==> src/design/sm83_pkg.sv <==
// Shared types and constants for the SM83 instruction subset execute block.
// Holds opcode codes, cycle counts, flag positions and the state, item and result structs.
// No dependencies.
package sm83_pkg;

   // Implemented opcodes
   localparam logic [7:0] OP_NOP       = 8'h00;
   localparam logic [7:0] OP_DEC_C     = 8'h0D;
   localparam logic [7:0] OP_LD_C_N    = 8'h0E;
   localparam logic [7:0] OP_LD_DE_NN  = 8'h11;
   localparam logic [7:0] OP_LD_MDE_A  = 8'h12;
   localparam logic [7:0] OP_INC_D     = 8'h14;
   localparam logic [7:0] OP_INC_E     = 8'h1C;
   localparam logic [7:0] OP_JR_NZ     = 8'h20;
   localparam logic [7:0] OP_LD_HL_NN  = 8'h21;
   localparam logic [7:0] OP_LD_A_HLI  = 8'h2A;
   localparam logic [7:0] OP_LD_SP_NN  = 8'h31;
   localparam logic [7:0] OP_LD_B_A    = 8'h47;
   localparam logic [7:0] OP_LD_A_B    = 8'h78;
   localparam logic [7:0] OP_JP_NN     = 8'hC3;
   localparam logic [7:0] OP_DI        = 8'hF3;

   // Machine clock cycle counts
   localparam logic [4:0] CYC_4  = 5'd4;
   localparam logic [4:0] CYC_8  = 5'd8;
   localparam logic [4:0] CYC_12 = 5'd12;
   localparam logic [4:0] CYC_16 = 5'd16;

   // Flag bit positions
   localparam int FLAG_Z = 3;
   localparam int FLAG_N = 2;
   localparam int FLAG_H = 1;
   localparam int FLAG_C = 0;

   typedef struct packed {
      logic [7:0]  a;
      logic [7:0]  b;
      logic [7:0]  c;
      logic [7:0]  d;
      logic [7:0]  e;
      logic [15:0] hl;
      logic [15:0] sp;
      logic [15:0] pc;
      logic [3:0]  flags;
      logic        ie;
      logic        ie_pend;
   } cpu_state_type;

   typedef struct packed {
      logic [7:0] opcode;
      logic [7:0] imm_low;
      logic [7:0] imm_high;
      logic [7:0] read_data;
   } item_type;

   typedef struct packed {
      logic [15:0] next_pc;
      logic [4:0]  cycle_count;
      logic        write_enable;
      logic        read_enable;
      logic [15:0] mem_address;
      logic [7:0]  write_data;
      logic [7:0]  acc_value;
      logic [3:0]  flag_bits;
      logic        illegal_op;
   } result_type;

endpackage

==> src/design/sm83_regfile.sv <==
// Architectural register file of the SM83 subset: A-E, HL, SP, PC, flags, interrupt bits.
// Depends on sm83_pkg for the state struct.
module sm83_regfile (
   input  logic                   clock,
   input  logic                   reset,
   input  logic                   update,
   input  sm83_pkg::cpu_state_type state_in,
   output sm83_pkg::cpu_state_type state_out
);
   import sm83_pkg::*;

   cpu_state_type state_ff;

   // Hold unless an instruction retires; clear everything at reset.
   always_ff @(posedge clock) begin
      if (reset) begin
         state_ff <= '0;
      end else if (update) begin
         state_ff <= state_in;
      end
   end

   assign state_out = state_ff;

endmodule

==> src/design/sm83_exec.sv <==
// Combinational execute logic for one SM83 subset instruction.
// Depends on sm83_pkg for opcodes, cycle counts, flag positions and structs.
module sm83_exec (
   input  sm83_pkg::cpu_state_type state_cur,
   input  sm83_pkg::item_type      item,
   output sm83_pkg::cpu_state_type state_next,
   output sm83_pkg::result_type    result
);
   import sm83_pkg::*;

   function automatic logic [3:0] inc_flags(input logic [7:0] v, input logic [3:0] f);
      logic [3:0] r;
      r         = 4'b0000;
      r[FLAG_C] = f[FLAG_C];
      r[FLAG_Z] = (v == 8'hFF);
      r[FLAG_H] = (v[3:0] == 4'hF);
      return r;
   endfunction

   function automatic logic [3:0] dec_flags(input logic [7:0] v, input logic [3:0] f);
      logic [3:0] r;
      r         = 4'b0000;
      r[FLAG_C] = f[FLAG_C];
      r[FLAG_N] = 1'b1;
      r[FLAG_Z] = (v == 8'h01);
      r[FLAG_H] = (v[3:0] == 4'h0);
      return r;
   endfunction

   logic [15:0] pc_fetch;
   logic [15:0] imm16;
   logic [15:0] jr_offset;

   assign pc_fetch  = state_cur.pc + 16'd1;
   assign imm16     = {item.imm_high, item.imm_low};
   assign jr_offset = {{8{item.imm_low[7]}}, item.imm_low};

   always_comb begin
      state_next          = state_cur;
      state_next.pc       = pc_fetch;
      result              = '0;
      result.cycle_count  = CYC_4;
      case (item.opcode)
         OP_NOP: begin
         end
         OP_DEC_C: begin
            state_next.c     = state_cur.c - 8'd1;
            state_next.flags = dec_flags(state_cur.c, state_cur.flags);
         end
         OP_LD_C_N: begin
            state_next.c       = item.imm_low;
            state_next.pc      = pc_fetch + 16'd1;
            result.cycle_count = CYC_8;
         end
         OP_LD_DE_NN: begin
            state_next.d       = item.imm_high;
            state_next.e       = item.imm_low;
            state_next.pc      = pc_fetch + 16'd2;
            result.cycle_count = CYC_12;
         end
         OP_LD_MDE_A: begin
            result.write_enable = 1'b1;
            result.mem_address  = {state_cur.d, state_cur.e};
            result.write_data   = state_cur.a;
            result.cycle_count  = CYC_8;
         end
         OP_INC_D: begin
            state_next.d     = state_cur.d + 8'd1;
            state_next.flags = inc_flags(state_cur.d, state_cur.flags);
         end
         OP_INC_E: begin
            state_next.e     = state_cur.e + 8'd1;
            state_next.flags = inc_flags(state_cur.e, state_cur.flags);
         end
         OP_JR_NZ: begin
            if (!state_cur.flags[FLAG_Z]) begin
               state_next.pc      = pc_fetch + 16'd1 + jr_offset;
               result.cycle_count = CYC_12;
            end else begin
               state_next.pc      = pc_fetch + 16'd1;
               result.cycle_count = CYC_8;
            end
         end
         OP_LD_HL_NN: begin
            state_next.hl      = imm16;
            state_next.pc      = pc_fetch + 16'd2;
            result.cycle_count = CYC_12;
         end
         OP_LD_A_HLI: begin
            result.read_enable = 1'b1;
            result.mem_address = state_cur.hl;
            state_next.a       = item.read_data;
            state_next.hl      = state_cur.hl + 16'd1;
            result.cycle_count = CYC_8;
         end
         OP_LD_SP_NN: begin
            state_next.sp      = imm16;
            state_next.pc      = pc_fetch + 16'd2;
            result.cycle_count = CYC_12;
         end
         OP_LD_B_A: begin
            state_next.b = state_cur.a;
         end
         OP_LD_A_B: begin
            state_next.a = state_cur.b;
         end
         OP_JP_NN: begin
            state_next.pc      = imm16;
            result.cycle_count = CYC_16;
         end
         OP_DI: begin
            state_next.ie      = 1'b0;
            state_next.ie_pend = 1'b0;
         end
         default: begin
            // Unknown opcode: drop all state changes, keep PC on the opcode.
            state_next        = state_cur;
            result.illegal_op = 1'b1;
         end
      endcase
      result.next_pc   = state_next.pc;
      result.acc_value = state_next.a;
      result.flag_bits = state_next.flags;
   end

endmodule

==> src/design/sm83_instruction_subset_execute.sv <==
// Top level of the SM83 instruction subset execute block.
// Depends on sm83_pkg, sm83_regfile and sm83_exec.
//
// Usage:
//   Request channel (req_valid / req_stall): one transfer carries an opcode, the two
//   bytes that follow it and the byte the bus returns at HL. Response channel
//   (rsp_valid / rsp_stall): one transfer per request with the new PC, cycle count,
//   memory request, A, the flags and the illegal-opcode flag.
//   Path: a taken request waits in the request register, executes into the response
//   register, and rsp_valid rises as the response register loads.
//   Throughput: one instruction per clock while rsp_stall is low; the request
//   register and the register file feed short execute logic (a few 8/16-bit adds)
//   that loads the response register in a single pass.
//   Reset (synchronous, active high): clears all CPU registers to zero and empties
//   both the request and response registers.
//   Stall: while rsp_stall holds a full response register, the request register keeps
//   its item and the register file holds; once that is full too, req_stall rises.
//   Instructions retire strictly in request order.
module sm83_instruction_subset_execute (
   input  logic        clock,
   input  logic        reset,
   input  logic        req_valid,
   output logic        req_stall,
   input  logic [7:0]  req_opcode,
   input  logic [7:0]  req_imm_low,
   input  logic [7:0]  req_imm_high,
   input  logic [7:0]  req_read_data,
   output logic        rsp_valid,
   input  logic        rsp_stall,
   output logic [15:0] rsp_next_pc,
   output logic [4:0]  rsp_cycle_count,
   output logic        rsp_write_enable,
   output logic        rsp_read_enable,
   output logic [15:0] rsp_mem_address,
   output logic [7:0]  rsp_write_data,
   output logic [7:0]  rsp_acc_value,
   output logic [3:0]  rsp_flag_bits,
   output logic        rsp_illegal_op
);
   import sm83_pkg::*;

   logic          req_valid_ff, req_valid_in;
   item_type      req_item_ff;
   logic          rsp_valid_ff, rsp_valid_in;
   result_type    rsp_result_ff;

   cpu_state_type state_cur;
   cpu_state_type state_next;
   result_type    exec_result;

   logic          req_take;
   logic          advance;
   logic          rsp_take;

   // Execute the buffered item when the response register is empty or draining.
   assign rsp_take  = rsp_valid_ff && !rsp_stall;
   assign advance   = req_valid_ff && (!rsp_valid_ff || !rsp_stall);
   assign req_stall = req_valid_ff && !advance;
   assign req_take  = req_valid && !req_stall;

   sm83_regfile u_regfile (
      .clock     (clock),
      .reset     (reset),
      .update    (advance),
      .state_in  (state_next),
      .state_out (state_cur)
   );

   sm83_exec u_exec (
      .state_cur  (state_cur),
      .item       (req_item_ff),
      .state_next (state_next),
      .result     (exec_result)
   );

   always_comb begin
      req_valid_in = req_valid_ff;
      if (req_take) begin
         req_valid_in = 1'b1;
      end else if (advance) begin
         req_valid_in = 1'b0;
      end
      rsp_valid_in = rsp_valid_ff;
      if (advance) begin
         rsp_valid_in = 1'b1;
      end else if (rsp_take) begin
         rsp_valid_in = 1'b0;
      end
   end

   always_ff @(posedge clock) begin
      if (reset) begin
         req_valid_ff <= 1'b0;
         rsp_valid_ff <= 1'b0;
      end else begin
         req_valid_ff <= req_valid_in;
         rsp_valid_ff <= rsp_valid_in;
      end
   end

   // Payload registers: load on transfer, hold otherwise.
   always_ff @(posedge clock) begin
      if (req_take) begin
         req_item_ff <= '{opcode:    req_opcode,
                          imm_low:   req_imm_low,
                          imm_high:  req_imm_high,
                          read_data: req_read_data};
      end
      if (advance) begin
         rsp_result_ff <= exec_result;
      end
   end

   assign rsp_valid        = rsp_valid_ff;
   assign rsp_next_pc      = rsp_result_ff.next_pc;
   assign rsp_cycle_count  = rsp_result_ff.cycle_count;
   assign rsp_write_enable = rsp_result_ff.write_enable;
   assign rsp_read_enable  = rsp_result_ff.read_enable;
   assign rsp_mem_address  = rsp_result_ff.mem_address;
   assign rsp_write_data   = rsp_result_ff.write_data;
   assign rsp_acc_value    = rsp_result_ff.acc_value;
   assign rsp_flag_bits    = rsp_result_ff.flag_bits;
   assign rsp_illegal_op   = rsp_result_ff.illegal_op;

endmodule
==> config.mk <==
export PLATFORM = sky130hd
export DESIGN_NAME = sm83_instruction_subset_execute
export DESIGN_NICKNAME = d
export VERILOG_FILES = /design/src/design/sm83_pkg.sv /design/src/design/sm83_regfile.sv /design/src/design/sm83_exec.sv /design/src/design/sm83_instruction_subset_execute.sv
export SDC_FILE = /design/constraint.sdc
export NUM_CORES = 1
export LEC_CHECK = 0
export BUFFER_PORTS_ARGS = -buffer_cell sky130_fd_sc_hd__buf_2
export CAP_MARGIN = 20
export CORE_UTILIZATION = 45
export DETAILED_ROUTE_END_ITERATION = 16
export HOLD_SLACK_MARGIN = 0.15
export SETUP_SLACK_MARGIN = 0.1
export SLEW_MARGIN = 15
export SYNTH_ARGS = -nofsm -noshare
export SYNTH_HDL_FRONTEND = slang
export SYNTH_HIERARCHICAL = 1
export SYNTH_SLANG_ARGS = --single-unit
==> constraint.sdc <==
create_clock -name clock -period 12.05 [get_ports clock]
set_input_delay 2.41 -clock clock [delete_from_list [all_inputs] [get_ports clock]]
set_output_delay 2.41 -clock clock [all_outputs]
set_load 0.005 [all_outputs]
==> flow_metrics.tcl <==
set metrics [dict create \
    worstPathArrival_ps 2900 \
    critPathCapture "req_stall" \
    port_buffers 97 \
    grt_max_degree 137 \
    p_leak_uw 0.004251 \
    start_util_pct 45.99 \
    outcome "finished, final reports clean" \
    ios 98 \
    r2r-start "u_regfile/state_out[7]$_SDFFE_PP0P_" \
    diodes 0 \
    maxSlewViolCount 0 \
    clkTransAtPathRegs_ps 70 \
    syn_area_sq_um 10440 \
    clock_sinks 170 \
    hpwl_mm 17.58 \
    crit_buf_inv 3 \
    rsz0062_at_grt "no" \
    p_total_uw 1278 \
    critPathMaxStageDelay_ps 130 \
    cp_top_family "buffers and inverters" \
    die_h_um 154.3 \
    clk_path_buf_depth 2 \
    fp-row-count 55 \
    grt_pass1_vias 7788 \
    drcViolationCount 0 \
    post_drt_wl_per_cell_um 19.07 \
    cap_violations 0 \
    clock_latency_ps 440 \
    max_clock_freq_mhz 188.2 \
    firstDrtPassIters 5 \
    wl_met2_mm 11.91 \
    post_cts_buffers 0 \
    dr.max_layer_used "met4" \
    cts-resized-gates 0 \
    routed_wl_mm 26.70 \
    tns_ps 0 \
    critPathLaunchType "input pin" \
    power_density_nw_per_um2 113.0 \
    die_w_um 154.3 \
    crit_top_cell "buf_2" \
    path_cells "buf_2 > nand3_2 > inv_1 > buf_2" \
    syn2layout_area_growth_pct 8.338 \
    period_share_pct 44.10 \
    r2r-end "u_regfile/state_out[21]$_SDFFE_PP0P_" \
    cts_max_level 4 \
    root_buffer "clkbuf_16" \
    utilization_pct 49.82 \
    die_area_sq_um 23820 \
    synthCells 1071 \
    r2r_setup_slack_ps 7080 \
    cts_tree "built" \
    worst_pin_slew_ps 1067 \
    grt_pass1_wl_mm 42.03 \
    first_iter_violations 739 \
    gp_congestion 0.8769 \
    antenna_found_initial 1 \
    crit_cells 4 \
    drive_gt1_share_pct 16.14 \
    numCtsBuffers 17 \
    avgSynthCellArea_sq_um 9.751 \
    dr_wl_met3_mm 1.354 \
    ant_nets 0 \
    layout.nets 1164 \
    vias_per_cell 6.000 \
    setup_viol 0 \
    startpoint "rsp_stall" \
    critPathRequiredTime_ps 9640 \
    overflow 0 \
    cpMaxStageDelayCell "buf_2" \
    fin_crit_ps 5314 \
    ys_warn_count 6 \
    worst-path-max-fanout 3 \
    track_usage_pct 22.62 \
    met1_length_mm 13.07 \
    relSlewSlack_pct 28.68 \
    r2r_cells 17 \
    finalHoldViolCount 0 \
    fin_hold_ws_ps 465.7 \
    num_vias 8400 \
    fin_skew_ps 17.97 \
    path_class "input pin to output pin" \
    coreArea_sq_um 22710 \
    end_kind "output pin" \
    hp-class "register to register" \
    postCtsHoldBufs 0 \
    ir_drop_mv 0.09411 \
]
## layout make-up
| class | count | area, sq um |
|---|---|---|
| fill | 2112 | 11390 |
| multi-input combinational | 791 | 5416 |
| sequential | 170 | 4324 |
| timing repair buffer | 105 | 558.0 |
| clock buffer | 17 | 425.4 |
| tap | 285 | 356.6 |
| clock inverter | 15 | 170.2 |
| inverter | 17 | 63.81 |
## worst reg2reg max path: stages (launching register included)
cell,delay [ps]
dfxtp_1,710
ha_1,660
xor2_1,280
ha_1,310
nand3_1,190
nor3_1,290
xor2_1,220
ha_1,320
a21o_1,200
a21o_1,170
a41oi_1,330
o211ai_1,150
a41oi_1,280
mux2i_1,250
xor2_1,170
o22ai_1,110
mux2i_1,140
nor2_1,50
## metal layers
metal	global-route usage, %	vias up
met1	32.36	4077
met4	6.789	0
met5	0	-
met3	3.586	28
met2	35.11	261
li1	-	4034
## sequential cells by signal (all words and copies together), names as in the netlist
register,flops
rsp_cycle_count,5
rsp_acc_value,8
rsp_next_pc,16
rsp_mem_address,16
rsp_flag_bits,4
rsp_valid,1
req_item_ff,32
u_regfile/state_out,76
rsp_write_data,8
req_valid_ff,1
rsp_read_enable,1
rsp_write_enable,1
rsp_illegal_op,1
## power breakdown
part,switching [uW],internal [uW]
combinational,47.0,31.1
sequential,16.6,627
clock,276,281
total,340,939
## cells in the final DEF, fill, tap and decap left out, types with 8 or more instances in the layout
| master | instances |
|---|---|
| nand2b_1 | 9 |
| xor2_1 | 23 |
| and3_1 | 14 |
| mux2i_1 | 79 |
| nor4_1 | 9 |
| nand3_1 | 29 |
| edfxtp_1 | 92 |
| dfxtp_1 | 78 |
| nand4_1 | 13 |
| a21oi_1 | 34 |
| or3_1 | 8 |
| nand2_1 | 86 |
| o211ai_1 | 11 |
| mux2_2 | 8 |
| a221o_1 | 26 |
| and2_1 | 13 |
| nor2_1 | 130 |
| a21o_1 | 14 |
| a22oi_1 | 16 |
| ha_1 | 25 |
| nor3b_1 | 17 |
| inv_1 | 16 |
| a22o_1 | 15 |
| nor3_1 | 21 |
| buf_2 | 97 |
| clkbuf_16 | 17 |
| a31oi_1 | 11 |
| o21ai_0 | 44 |
| xnor2_1 | 20 |
## through the flow
stage	cell area, sq um	cells	setup slack, ps
final	11310	1400	6736
after global routing	11310	1400	6621
after CTS	11310	1400	6725
after detailed placement	10720	1368	6732
after global placement	10720	1368	6758
after floorplan	10450	1072	3943
## worst min path at each step
stage / end / cells after the start / startpoint
after floorplan: u_regfile/state_out[12]$_SDFFE_PP0P_ / 2 / u_regfile/state_out[12]$_SDFFE_PP0P_
after global placement: rsp_flag_bits[0]$_DFFE_PP_ / 0 / u_regfile/state_out[2]$_SDFFE_PP0P_
after detailed placement: rsp_flag_bits[0]$_DFFE_PP_ / 0 / u_regfile/state_out[2]$_SDFFE_PP0P_
after CTS: rsp_flag_bits[0]$_DFFE_PP_ / 0 / u_regfile/state_out[2]$_SDFFE_PP0P_
after global routing: rsp_flag_bits[0]$_DFFE_PP_ / 0 / u_regfile/state_out[2]$_SDFFE_PP0P_
final: rsp_flag_bits[0]$_DFFE_PP_ / 0 / u_regfile/state_out[2]$_SDFFE_PP0P_
Power figures use the tool's default switching activity.
